===== src/hdl/category_leaky_bucket_limiter_defines.svh =====
// Assertion macros shared by the leaky-bucket limiter RTL.
// Included by the modules that carry concurrent checks; no other dependencies.
`ifndef CATEGORY_LEAKY_BUCKET_LIMITER_DEFINES_SVH
`define CATEGORY_LEAKY_BUCKET_LIMITER_DEFINES_SVH

`ifndef SYNTH
`define LLB_ASSERT(lbl, clk, rst_n, prop, msg) \
    lbl: assert property (@(posedge clk) disable iff (!rst_n) (prop)) else $error(msg);
`define LLB_ASSERT_ALWAYS(lbl, clk, prop, msg) \
    lbl: assert property (@(posedge clk) (prop)) else $error(msg);
`else
`define LLB_ASSERT(lbl, clk, rst_n, prop, msg)
`define LLB_ASSERT_ALWAYS(lbl, clk, prop, msg)
`endif

`endif


===== src/hdl/llb_pkg.sv =====
// Shared widths, codes, reset values and types of the leaky-bucket limiter.
// Used by every module of the block; depends on nothing.
package llb_pkg;

    localparam int LVL_W       = 24;
    localparam int TIME_W      = 32;
    localparam int DIFF_W      = TIME_W - 1;
    localparam int OP_W        = 2;
    localparam int CAT_W       = 2;
    localparam int CFG_IDX_W   = 2;
    localparam int NUM_BUCKETS = 2;
    localparam int RC6_W       = LVL_W + 3;
    localparam int DLO_W       = 16;
    localparam int DHI_W       = DIFF_W - DLO_W;
    localparam int PLO_W       = RC6_W + DLO_W;
    localparam int PHI_W       = RC6_W + DHI_W;
    localparam int PROD_W      = RC6_W + DIFF_W;
    localparam int COST_PROD_W = 2 * LVL_W;
    localparam int COST_W      = COST_PROD_W - 16;
    localparam int SUM_W       = COST_W + 1;
    localparam int Y_SHIFT     = 3;
    localparam int Y_W         = 31;
    localparam int RECIP_W     = 26;
    localparam int RECIP_SHIFT = 32;
    localparam int QP_W        = Y_W + RECIP_W;
    localparam int Q_W         = QP_W - RECIP_SHIFT;

    // Decay of at least 2^24 empties any bucket: product >= 1000 * 2^24.
    localparam logic [PROD_W-1:0]  SAT_PRODUCT = 58'd16777216000;
    // floor(2^32 / 125); the quotient estimate is low by at most one.
    localparam logic [RECIP_W-1:0] RECIP_125   = 26'd34359738;
    localparam logic [Y_W-1:0]     DIV_125     = 31'd125;

    localparam logic [LVL_W-1:0] LVL_MAX        = '1;
    localparam logic [LVL_W-1:0] RATE_LIMIT_RST = 24'd65536;
    localparam logic [LVL_W-1:0] RATE_COST_RST  = 24'd65536;
    localparam logic [LVL_W-1:0] COST_CAT_RST   = 24'd6554;
    localparam logic [RC6_W-1:0] RC6_RST        = 27'd393216;

    localparam logic [OP_W-1:0] OP_DRAIN   = 2'd0;
    localparam logic [OP_W-1:0] OP_REQUEST = 2'd1;
    localparam logic [OP_W-1:0] OP_CLEAR   = 2'd2;

    localparam logic [CAT_W-1:0] CAT_ONE = 2'd1;
    localparam logic [CAT_W-1:0] CAT_TWO = 2'd2;

    localparam logic [CFG_IDX_W-1:0] CFG_RATE_LIMIT   = 2'd0;
    localparam logic [CFG_IDX_W-1:0] CFG_RATE_COST    = 2'd1;
    localparam logic [CFG_IDX_W-1:0] CFG_COST_CAT_ONE = 2'd2;
    localparam logic [CFG_IDX_W-1:0] CFG_COST_CAT_TWO = 2'd3;

    typedef struct packed {
        logic [LVL_W-1:0] rate_limit;
        logic [LVL_W-1:0] rate_cost;
        logic [LVL_W-1:0] cost_one;
        logic [LVL_W-1:0] cost_two;
        logic [RC6_W-1:0] rate_cost_x6;
    } cfg_t;

    typedef struct packed {
        logic [OP_W-1:0]  op;
        logic [CAT_W-1:0] cat;
    } item_t;

    function automatic logic is_limited_cat(input logic [CAT_W-1:0] cat);
        return (cat == CAT_ONE) || (cat == CAT_TWO);
    endfunction

    function automatic logic is_request(input item_t it);
        return (it.op == OP_REQUEST) && is_limited_cat(it.cat);
    endfunction

endpackage


===== src/hdl/llb_front.sv =====
// Input register stage: accepts a beat, tracks the stored time and forms the elapsed time.
// Depends on llb_pkg and the assertion macros.
`include "category_leaky_bucket_limiter_defines.svh"

module llb_front (
    input  logic                       aclk,
    input  logic                       aresetn,
    input  logic                       in_valid,
    output logic                       in_ready,
    input  logic [llb_pkg::OP_W-1:0]   in_op,
    input  logic [llb_pkg::TIME_W-1:0] in_time,
    input  logic [llb_pkg::CAT_W-1:0]  in_cat,
    output logic                       out_valid,
    input  logic                       out_ready,
    output llb_pkg::item_t             out_item,
    output logic [llb_pkg::DIFF_W-1:0] out_diff
);
    import llb_pkg::*;

    logic              valid_reg;
    logic              valid_next;
    item_t             item_reg;
    logic [DIFF_W-1:0] diff_reg;
    logic [DIFF_W-1:0] diff_next;
    logic [TIME_W-1:0] last_time_reg;
    logic [TIME_W-1:0] last_time_next;
    logic [TIME_W-1:0] elapsed;
    logic              accept;
    logic              drains;

    assign in_ready = !valid_reg || out_ready;
    assign accept   = in_valid && in_ready;

    always_comb begin
        elapsed = in_time - last_time_reg;
        drains  = (in_op == OP_DRAIN) || ((in_op == OP_REQUEST) && is_limited_cat(in_cat));
        // A backwards step only resyncs the time; it passes zero elapsed time on.
        diff_next = (drains && !elapsed[TIME_W-1]) ? elapsed[DIFF_W-1:0] : '0;
        last_time_next = last_time_reg;
        if (accept && (drains || (in_op == OP_CLEAR))) begin
            last_time_next = in_time;
        end
        valid_next = in_ready ? in_valid : valid_reg;
    end

    always_ff @(posedge aclk) begin
        if (!aresetn) begin
            valid_reg     <= 1'b0;
            last_time_reg <= '0;
        end else begin
            valid_reg     <= valid_next;
            last_time_reg <= last_time_next;
        end
    end

    always_ff @(posedge aclk) begin
        if (accept) begin
            item_reg.op  <= in_op;
            item_reg.cat <= in_cat;
            diff_reg     <= diff_next;
        end
    end

    assign out_valid = valid_reg;
    assign out_item  = item_reg;
    assign out_diff  = diff_reg;

    `LLB_ASSERT(a_clear_sets_time, aclk, aresetn, accept && (in_op == OP_CLEAR) |=> last_time_reg == $past(in_time), "clear beat did not store its time")
    `LLB_ASSERT(a_pass_keeps_time, aclk, aresetn, accept && (in_op == OP_REQUEST) && !is_limited_cat(in_cat) |=> $stable(last_time_reg), "pass-through beat moved the stored time")

endmodule


===== config.mk =====
export PLATFORM = sky130hd
export DESIGN_NAME = llb_front
export DESIGN_NICKNAME = d
export VERILOG_FILES = /design/src/hdl/llb_pkg.sv /design/src/hdl/llb_front.sv
export VERILOG_INCLUDE_DIRS = /design/src /design/src/hdl
export SDC_FILE = /design/constraint.sdc
export NUM_CORES = 1
export LEC_CHECK = 0
export BUFFER_PORTS_ARGS = -buffer_cell sky130_fd_sc_hd__buf_4
export CORE_MARGIN = 2
export CORE_UTILIZATION = 37
export CTS_CLUSTER_DIAMETER = 30
export DETAILED_ROUTE_END_ITERATION = 10
export HOLD_SLACK_MARGIN = 0.15
export MAX_ROUTING_LAYER = met4
export PLACE_DENSITY_LB_ADDON = 0.25
export SLEW_MARGIN = 5
export SYNTH_ARGS = -nofsm -noshare
export SYNTH_HDL_FRONTEND = slang
export SYNTH_SLANG_ARGS = --single-unit

===== constraint.sdc =====
create_clock -name aclk -period 5.2 [get_ports aclk]
set_input_delay 0.52 -clock aclk [delete_from_list [all_inputs] [get_ports aclk]]
set_output_delay 0.52 -clock aclk [all_outputs]
set_load 0.05 [all_outputs]

==> metrics.txt, run 1 <==
run status complete, no violations; final hold violation count 0; Pleak 2.115 nW; sequential share of the synthesized area 40.06%; Post-Syn Area 4273 um^2; Fmax 0.3494 GHz; dominant cell type by area after synthesis edfxtp_1; wire length of the first global-routing pass 17.02 mm; Worst setup EP type flop; critical path fanouts, max 5; RSZ-0062 raised after global routing no; CP max-delay cell fa_1; critical path class flop to flop; cell count after synthesis 487; Period Utilization, post-route 55.04%; post_cts resized 0; crit path DAT 2.94 ns; MaxCap Viol Count 0; nature of the critical path startpoint flop; Ys Warns 0; peak supply drop 131.9 uV; Rel. slew slack 15.86%; max reg flops 32; most common flop cell mapped by yosys edfxtp_1; Setup TNS Final 0 ns; CP Data Required Time 5.27 ns; Final setup viols 0; Wirelength per Cell 14.47 um; CTS tree yes; hold_buf cts 0; Worst-Skew Late Latency 0.34 ns; clock tree root driver cell clkbuf_16; Final Skew 0.005814 ns; number of synthesized flops with an enable pin 35; Die Ht 111.5 um; DRC Markers 0; top post-synthesis cells by count nand2_1 (84), nor2_1 (40), inv_1 (39), a21boi_0 (35), edfxtp_1 (35); num rows 39; mean post-synth cell area 8.774 um^2; synthesized flop and latch total 68; top-area cell type share of the netlist area 24.60%; H-tree levels 3; dominant cells by area after synthesis edfxtp_1 (25%), dfxtp_1 (15%), ha_1 (9.1%); pwr/cell area 313.2 nW/um^2; Post-Synthesis Net Count 559; crit-path most repeated cell nor2_1; Final Critical Period 2.862 ns; number of nets with antenna violations after routing 0; die area 12420 um^2; initial drt markers 215; Pre-antenna DRT Iters 4; slowest stage delay, CP 0.40 ns; # IOs 77; Clock Path Buffers 2; vias in the first global route 3442; via count 3613; path category of the worst min-delay check input pin to flop; nets@finish 628; worst-margin pin slew 1.259 ns; CTS clock-pin slew for the worst setup and hold paths 0.06 ns; starting density of the core 37.74%; RD Place Congestion 0.8910; routed wire length 10.19 mm; Cells after DPL 688; Via-to-Cell Ratio 5.132; # diodes 0; port buffer count 76; WHS 0.3757 ns; ys async rst share 0%; synthesis-to-layout area growth 21.90%; Final Max Slew Viols 0; top-count cell post-synth nand2_1; largest net degree at the start of global routing 38; Inserted Clock Buffers 9; Overall Global Routing Usage 17.37%; crit-path cells ha_1, fa_1, nand2b_1, a21oi_1, nor2_1, o31ai_2, a31o_2, a211oi_1, a311oi_2, xnor2_1, nor2_1; Synth cell types 51; total gr overflow 0; layout cells sized above 1 18.18%; CTS sink count 68; core footprint 11320 um^2; dpl hpwl 7.571 mm; die width 111.5 um; Post-CTS Repair Setup Buffers 0; Non-Filler Instances 704; initial antenna violation count 0
-- stage by stage --
step | instance area, um^2 | worst slack, ns | util, % | power [mW]
after floorplan | 4273 | 2.308 | - | 0.9746
after global placement | 4950 | 2.064 | 43.72 | 1.099
after detailed placement | 4950 | 2.009 | 43.72 | 1.103
after CTS | 5209 | 2.312 | 46.01 | 1.645
after global routing | 5209 | 2.112 | 46.01 | 1.719
final | 5209 | 2.338 | 46.01 | 1.631
-- cells in the final DEF (no fill, tap or decap), types with 4 or more instances in the layout --
cell | synthesis | layout
a21oi_1 | 29 | 29
nor2b_1 | 6 | 6
o21ai_0 | 18 | 18
o21bai_1 | 4 | 4
a21boi_0 | 35 | 35
edfxtp_1 | 35 | 35
nand2_1 | 84 | 84
dfxtp_1 | 33 | 33
ha_1 | 31 | 31
buf_4 | 0 | 78
nand3_1 | 6 | 6
xnor2_1 | 16 | 16
nor2_1 | 40 | 40
o31ai_1 | 4 | 4
xor2_1 | 11 | 11
o21a_1 | 6 | 6
a21o_1 | 17 | 17
nand4_1 | 4 | 4
clkbuf_16 | 0 | 9
inv_1 | 39 | 39
-- area by class of cell --
type	count	area (um^2)
fill	1132	6112
inverter	39	146.4
clock inverter	7	33.78
sequential	68	1712
timing repair buffer	78	585.6
multi-input combinational	360	2327
clock buffer	9	225.2
tap	143	178.9
-- final timing paths --
path,start,to,slack [ns],cells after the start
worst min register to register,last_time_reg[27]$_SDFFE_PN0P_,last_time_reg[27]$_SDFFE_PN0P_,0.46,2
worst max-delay path,last_time_reg[0]$_SDFFE_PN0P_,out_diff[28]$_SDFFCE_PN0P_,2.34,11
worst min-delay path,in_op[0],out_item[2]$_DFFE_PP_,0.38,1
worst max register to register,last_time_reg[0]$_SDFFE_PN0P_,out_diff[28]$_SDFFCE_PN0P_,2.34,11
-- cells by family (layout without fill, tap and decap cells) --
family	count (synthesis)	in the layout	share of synthesized area (%)
flip-flops	68	68	40.06
XOR/XNOR	27	27	5.534
AO/OA/AOI/OAI	143	143	23.22
adder cells (fa/ha/maj)	32	32	9.546
AND/OR/NAND/NOR	158	158	16.16
buffers and inverters	59	133	5.476
-- worst max-delay path: cells and delay by family (launching register included) --
kind	cells	cell delay, ns
fa+ha+maj	2	0.61
simple gates	3	0.35
xor+xnor	1	0.15
flops	1	0.31
compound gates	5	1.19
-- metal layers --
| metal | global-route usage, % | share of wire, % | up-vias |
|---|---|---|---|
| met1 | 23.44 | 49 | 1677 |
| li1 | - | - | 1830 |
| met3 | 3.430 | 4.6 | 13 |
| met4 | 6.914 | 1.9 | 0 |
| met5 | - | 0 | - |
| met2 | 25.73 | 44 | 93 |
-- power by group --
part | leakage, nW | switching (mW) | internal [mW]
Sequential | 0.624 | 0.0142 | 0.609
Clock | 0.127 | 0.223 | 0.314
Combinational | 1.36 | 0.297 | 0.174
Total | 2.11 | 0.534 | 1.10
Power figures use the tool's default switching activity.
==> run 2: changes to the inputs <==
--- a/config.mk
+++ b/config.mk
@@ -6,6 +6,7 @@
 export SDC_FILE = /design/constraint.sdc
 export NUM_CORES = 1
 export LEC_CHECK = 0
+export ABC_AREA = 1
 export BUFFER_PORTS_ARGS = -buffer_cell sky130_fd_sc_hd__buf_4
 export CORE_MARGIN = 2
 export CORE_UTILIZATION = 37
==> constraint.sdc (replaced) <==
create_clock -name aclk -period 2.7 [get_ports aclk]
set_input_delay 0.27 -clock aclk [delete_from_list [all_inputs] [get_ports aclk]]
set_output_delay 0.27 -clock aclk [all_outputs]
set_load 0.05 [all_outputs]
==> run 2 against run 1 <==
- clock power increased by 120%
- first-iteration DRC count decreased by 14%
- die area increased by 13%
- largest power group unchanged
==> metrics.txt, run 2 <==
run status complete, no violations (unchanged); Non-Filler Instances 969 (was 704); CTS tree yes (unchanged); power consumption 3.593 mW (was 1.631 mW); sequential share of the synthesized area 35.16% (was 40.06%); Pre-antenna DRT Iters 4 (unchanged); nets@finish 864 (was 628); # IOs 77 (unchanged); die width 118.7 um (was 111.5 um); nature of the critical path startpoint flop (unchanged); port buffer count 76 (unchanged); RD Place Congestion 0.9068 (was 0.8910); worst setup margin 0.5241 ns (was 2.338 ns); Worst R2R Start last_time_reg[13]$_SDFFE_PN0P_ (was last_time_reg[0]$_SDFFE_PN0P_); core footprint 12720 um^2 (was 11320 um^2); path category of the worst min-delay check input pin to flop (unchanged); total gr overflow 0 (unchanged); RSZ-0062 raised after global routing no (unchanged); Post-Synthesis Net Count 782 (was 559); top-area cell type share of the netlist area 21.59% (was 24.60%); Die Ht 118.7 um (was 111.5 um); Via-to-Cell Ratio 4.364 (was 5.132); Fmax 0.4596 GHz (was 0.3494 GHz); CTS clock-pin slew for the worst setup and hold paths 0.06 ns (about the same); slowest stage delay, CP 0.36 ns (was 0.40 ns); Clock Path Buffers 2 (unchanged); number of synthesized flops with an enable pin 35 (unchanged); via count 4229 (was 3613); synthesized flop and latch total 68 (unchanged); crit path DAT 2.27 ns (was 2.94 ns); die area 14090 um^2 (was 12420 um^2); Period Utilization, post-route 80.59% (was 55.04%); final-layout fill cell count 1350 (was 1132); most frequent cells in the layout nand2_1 (200), inv_1 (145), buf_4 (78), a21oi_1 (53), nor2_1 (49) (was nand2_1 (84), buf_4 (78), nor2_1 (40), inv_1 (39)); worst-margin pin slew 0.5325 ns (was 1.259 ns); synthesis-to-layout area growth 22.49% (was 21.90%); CTS sink count 68 (unchanged); Rel. slew slack 64.17% (was 15.86%); Final setup viols 0 (unchanged); Final Skew 0.009095 ns (was 0.005814 ns); ys async rst share 0% (unchanged); crit-path most repeated cell nand2_1 (was nor2_1); layout cells sized above 1 17.57% (was 18.18%); Post-Syn Area 4868 um^2 (was 4273 um^2); Worst setup EP type flop (unchanged); initial drt markers 184 (was 215); commonest non-fill, non-tap cell in the layout nand2_1 (unchanged); Reg-to-Reg End out_diff[30]$_SDFFCE_PN0P_ (was out_diff[28]$_SDFFCE_PN0P_); R2R depth 15 (was 11); FF-to-FF setup slack 0.52 ns (was 2.34 ns); cell count after synthesis 710 (was 487); Setup TNS Final 0 ns (unchanged); Final Critical Period 2.176 ns (was 2.862 ns); initial antenna violation count 0 (unchanged); CP max-delay cell ha_1 (was fa_1); Overall Global Routing Usage 17.45% (was 17.37%); Wirelength per Cell 11.56 um (was 14.47 um); critical path class flop to flop (unchanged); Pleak 3.080 nW (was 2.115 nW); # diodes 0 (unchanged); largest net degree at the start of global routing 63 (was 38); starting density of the core 38.27% (was 37.74%); top-count cell post-synth nand2_1 (unchanged); max reg flops 32 (unchanged); top post-synthesis cells by count nand2_1 (200), inv_1 (145), a21oi_1 (53), nor2_1 (49), o21ai_0 (38) (was nand2_1 (84), nor2_1 (40), inv_1 (39), a21boi_0 (35), edfxtp_1 (35)); vias in the first global route 4000 (was 3442); pre-CTS setup slack 0.4537 ns (was 2.009 ns); Post-CTS Repair Setup Buffers 0 (unchanged); hold depth 3 (was 1); dominant cells by area after synthesis edfxtp_1 (22%), nand2_1 (15%), dfxtp_1 (14%) (was edfxtp_1 (25%), dfxtp_1 (15%), ha_1 (9.1%)); Final Max Slew Viols 0 (unchanged); Cells after DPL 949 (was 688); Ys Warns 0 (unchanged); MaxCap Viol Count 0 (unchanged); critical path fanouts, max 31 (was 5); mean post-synth cell area 6.857 um^2 (was 8.774 um^2); Worst-Skew Late Latency 0.35 ns (was 0.34 ns); peak supply drop 274.6 uV (was 131.9 uV); most common flop cell mapped by yosys edfxtp_1 (unchanged); num rows 41 (was 39); Synth cell types 32 (was 51); routed wire length 11.20 mm (was 10.19 mm); Hold Path End last_time_reg[0]$_SDFFE_PN0P_ (was out_item[2]$_DFFE_PP_); number of nets with antenna violations after routing 0 (unchanged); dominant cell type by area after synthesis edfxtp_1 (unchanged); crit-path cells inv_1, ha_1, nand2_2, inv_1, nand2_1, nand2_1, a21oi_2, nand2_4, nand2_4, nand2_2, nand2_1, nand2_1, nand2_2, buf_12, nor2_1 (was ha_1, fa_1, nand2b_1, a21oi_1, nor2_1, o31ai_2, a31o_2, a211oi_1, a311oi_2, xnor2_1, nor2_1); final hold violation count 0 (unchanged); hold wc startpoint in_time[0] (was in_op[0]); clock tree root driver cell clkbuf_16 (unchanged); pwr/cell area 602.5 nW/um^2 (was 313.2 nW/um^2); Inserted Clock Buffers 9 (unchanged); DRC Markers 0 (unchanged); CP Data Required Time 2.80 ns (was 5.27 ns); wire length of the first global-routing pass 19.00 mm (was 17.02 mm); dpl hpwl 9.004 mm (was 7.571 mm); H-tree levels 3 (unchanged)
[run 2: cell count changes after synthesis, sizes merged, moves of 18 or more]
| cell | delta |
|---|---|
| a21oi | +23 |
| o21ai | +18 |
| nand2 | +125 |
| nor2 | +40 |
| nand3 | +21 |
| a21boi | -33 |
| inv | +109 |
[run 2: worst max path at each step]
stage / startpoint / to / slack [ns]
final: last_time_reg[13]$_SDFFE_PN0P_ / out_diff[30]$_SDFFCE_PN0P_ / 0.52
after global routing: last_time_reg[21]$_SDFFE_PN0P_ / out_diff[30]$_SDFFCE_PN0P_ / 0.28
after CTS: last_time_reg[13]$_SDFFE_PN0P_ / out_diff[30]$_SDFFCE_PN0P_ / 0.50
after detailed placement: in_time[13] / out_diff[30]$_SDFFCE_PN0P_ / 0.45
after global placement: in_time[13] / out_diff[30]$_SDFFCE_PN0P_ / 0.48
after floorplan: out_valid$_SDFFE_PN0N_ / out_diff[0]$_SDFFCE_PN0P_ / 0.52
[run 2: kinds of logic after synthesis]
logic type	after synthesis	share of synthesized area, %
AND/OR/NAND/NOR	331	29.56
buffers and inverters	161	12.88
AO/OA/AOI/OAI	100	10.79
flip-flops	68	35.16
adder cells (fa/ha/maj)	32	8.378
XOR/XNOR	18	3.238
[run 2: layer usage]
| metal | track usage [%] | wire length (um) | share of wire (%) | vias to the layer above |
|---|---|---|---|---|
| li1 | - | - | - | 2365 |
| met1 | 23.96 | 5922 | 53 | 1775 |
| met2 | 25.29 | 4659 | 42 | 77 |
| met3 | 3.137 | 434 | 3.9 | 12 |
| met4 | 7.143 | 187 | 1.7 | 0 |
| met5 | - | 0 | 0 | - |
[run 2: area by class of cell]
cell class	count	area (um^2)	area share, %
Clock inverter	7	76.32	1.280
Timing Repair Buffer	83	645.6	10.83
Multi-Input combinational cell	481	2530	42.43
Clock buffer	9	225.2	3.777
Inverter	149	559.3	9.379
Tap cell	172	215.2	3.609
Sequential cell	68	1712	28.70
[run 2: timing repair]
action / 4_1_cts / 5_1_grt
endpoints found under the hold margin: 4 / 0
gates resized for setup: 0 / 0
hold buffers: 4 / 0
[run 2: where the power goes]
group | switching [mW] | total, mW | internal (mW) | leakage (nW)
sequential | 0.0237 | 1.21 | 1.18 | 0.627
clock | 0.470 | 1.19 | 0.718 | 0.144
combinational | 0.797 | 1.20 | 0.399 | 2.31
[run 2: stage by stage]
step	util, %	hold WS [ns]	area (um^2)
finish	46.87	0.1997	5963
floorplan	-	0.3689	4868
CTS	46.87	0.1836	5963
global placement	44.19	0.4430	5622
global route	46.87	0.2220	5963
detailed placement	44.19	0.4509	5622
[run 2: critical path: cells and delay by family, from the launching register on]
family | cells | cell delay [ns]
fa+ha+maj | 1 | 0.36
simple gates | 10 | 0.76
flops | 1 | 0.31
buf+inv | 3 | 0.32
compound gates | 1 | 0.17
==> run 3: changes to the inputs <==
--- a/config.mk
+++ b/config.mk
@@ -6,7 +6,7 @@
 export SDC_FILE = /design/constraint.sdc
 export NUM_CORES = 1
 export LEC_CHECK = 0
-export ABC_AREA = 1
+export ABC_AREA = 0
 export BUFFER_PORTS_ARGS = -buffer_cell sky130_fd_sc_hd__buf_4
 export CORE_MARGIN = 2
 export CORE_UTILIZATION = 37
==> constraint.sdc (replaced) <==
create_clock -name aclk -period 1.8 [get_ports aclk]
set_input_delay 0.18 -clock aclk [delete_from_list [all_inputs] [get_ports aclk]]
set_output_delay 0.18 -clock aclk [all_outputs]
set_load 0.05 [all_outputs]
==> run 3 against run 2 <==
- the flow now finishes with violations (negative setup slack)
- die area is 12% lower
- total power is 71% higher
- via count is 0.78% higher
- sequential power is 49% higher
==> metrics.txt, run 3 (synthesis gave the netlist of run 1 again) <==
most frequent cells in the layout buf_4 (181), nand2_1 (84), inv_1 (37), dlygate4sd3_1 (37), edfxtp_1 (35) (was nand2_1 (200), inv_1 (145), buf_4 (78), a21oi_1 (53), nor2_1 (49)); Period Utilization, post-route 143.3% (was 80.59%); CP max-delay cell fa_2 (was ha_1); pwr/cell area 838.9 nW/um^2 (was 602.5 nW/um^2); Wirelength per Cell 15.50 um (was 11.56 um); initial drt markers 149 (was 184); layout cells sized above 1 43.72% (was 17.57%); RD Place Congestion 0.8963 (was 0.9068); Non-Filler Instances 859 (was 969); peak supply drop 521.0 uV (was 274.6 uV); # diodes 0 (unchanged); fin util 64.53% (was 46.87%); Inserted Clock Buffers 9 (unchanged); Fmax 0.3878 GHz (was 0.4596 GHz); port buffer count 76 (unchanged); pre-CTS setup slack -0.8198 ns (was 0.4537 ns); CTS clock-pin slew for the worst setup and hold paths 0.06 ns (about the same); commonest non-fill, non-tap cell in the layout buf_4 (was nand2_1); crit path DAT 2.67 ns (was 2.27 ns); number of nets with antenna violations after routing 0 (unchanged); wire length of the first global-routing pass 20.93 mm (was 19.00 mm); Crit path buffers/inverters 0 (was 3); slowest stage delay, CP 0.37 ns (was 0.36 ns); CP delay by family, top compound AO/OA/AOI/OAI gates (was simple AND/OR/NAND/NOR gates); CTS sink count 68 (unchanged); critical path class flop to flop (unchanged); CTS tree yes (unchanged); max reg flops 32 (unchanged); Final setup viols 31 (was 0); clock tree root driver cell clkbuf_16 (unchanged); Final Skew 0.01185 ns (was 0.009095 ns); Final Max Slew Viols 0 (unchanged); num rows 39 (was 41); Setup TNS Final -20.61 ns (was 0 ns); final hold violation count 0 (unchanged); die area 12420 um^2 (was 14090 um^2); violated checks negative setup slack; Multi-input gate area 2974 um^2 (was 2530 um^2); routed wire length 13.31 mm (was 11.20 mm); H-tree levels 3 (unchanged); Sequential cell area 1717 um^2 (was 1712 um^2); starting density of the core 37.74% (was 38.27%); nature of the critical path startpoint flop (unchanged); path category of the worst min-delay check input pin to flop (unchanged); Cells after DPL 783 (was 949); Worst-Skew Late Latency 0.35 ns (about the same); synthesis-to-layout area growth 70.98% (was 22.49%); MaxCap Viol Count 0 (unchanged); largest net degree at the start of global routing 34 (was 63); Clock Path Buffers 2 (unchanged); worst-margin pin slew 0.5764 ns (was 0.5325 ns); via count 4262 (was 4229); initial antenna violation count 0 (unchanged); core footprint 11320 um^2 (was 12720 um^2); run status complete, but fails checks (was complete, no violations); Pleak 3.033 nW (was 3.080 nW); Die Ht 111.5 um (was 118.7 um); Rel. slew slack 61.57% (was 64.17%); dpl hpwl 8.662 mm (was 9.004 mm); vias in the first global route 4408 (was 4000); power consumption 6.129 mW (was 3.593 mW); Overall Global Routing Usage 21.44% (was 17.45%); # IOs 77 (unchanged); Pre-antenna DRT Iters 4 (unchanged); Final Critical Period 2.579 ns (was 2.176 ns); critical path fanouts, max 4 (was 31); worst setup margin -0.7786 ns (was 0.5241 ns); final-layout fill cell count 914 (was 1350); Worst setup EP type flop (unchanged); Via-to-Cell Ratio 4.962 (was 4.364); DRC Markers 0 (unchanged); crit-path cells ha_4, fa_2, nand2b_4, a21oi_4, nor2_4, o31ai_4, a31o_4, a211oi_2, a311oi_2, xnor2_1, nor2_2 (was inv_1, ha_1, nand2_2, inv_1, nand2_1, nand2_1, a21oi_2, nand2_4, nand2_4, nand2_2, nand2_1, nand2_1, nand2_2, buf_12, nor2_1); CP Data Required Time 1.89 ns (was 2.80 ns); nets@finish 783 (was 864); total gr overflow 0 (unchanged); die width 111.5 um (was 118.7 um); RSZ-0062 raised after global routing yes (was no)
[run 3: through the flow]
step | area [um^2] | hold slack [ns]
finish | 7306 | 0.2453
global route | 7306 | 0.2858
CTS | 6960 | 0.2441
detailed placement | 5817 | 0.3778
global placement | 5817 | 0.3759
floorplan | 4418 | 0.2789
[run 3: worst paths after layout]
| path | end | cells past startpoint | start | slack (ns) |
|---|---|---|---|---|
| max | out_diff[28]$_SDFFCE_PN0P_ | 11 | last_time_reg[0]$_SDFFE_PN0P_ | -0.78 |
| min | last_time_reg[2]$_SDFFE_PN0P_ | 4 | in_time[2] | 0.25 |
| max reg2reg | out_diff[28]$_SDFFCE_PN0P_ | 11 | last_time_reg[0]$_SDFFE_PN0P_ | -0.78 |
| min reg2reg | last_time_reg[3]$_SDFFE_PN0P_ | 2 | last_time_reg[3]$_SDFFE_PN0P_ | 0.46 |
[run 3: power breakdown]
group	switching [mW]	internal (mW)
Clock	0.719	1.39
Sequential	0.0444	1.76
Combinational	1.18	1.03
Total	1.95	4.18
[run 3: layer usage]
layer  global-route usage (%)  share of wire [%]  vias up
met5                        -                  0        -
met4                    7.490                2.5        0
met3                    3.811                3.3       29
met2                    35.04                 49       95
met1                    26.85                 45     1992
li1                         -                  -     2146
[run 3: repair_timing]
item                       in CTS  in global routing
buffers inserted               13                  8
hold endpoints to repair       36                  0
pin swaps                      42                 24
hold buffers                   37                  0
gates resized for setup        73                 51
cloned                          2                  0
setup endpoints to repair      31                 31
[run 3: cell type report]
cell class                      count  share of cell area, %
Clock buffer                       10                  3.271
Clock inverter                      6                  1.524
Inverter                           39                  2.004
Multi-Input combinational cell    361                  40.71
Sequential cell                    68                  23.50
Tap cell                          143                  2.449
Timing Repair Buffer              232                  26.55
[run 3: tightest hold or removal path: stages]
cell,delay (ns)
buf_4,0.12
buf_4,0.12
nand2_1,0.04
a21boi_0,0.08
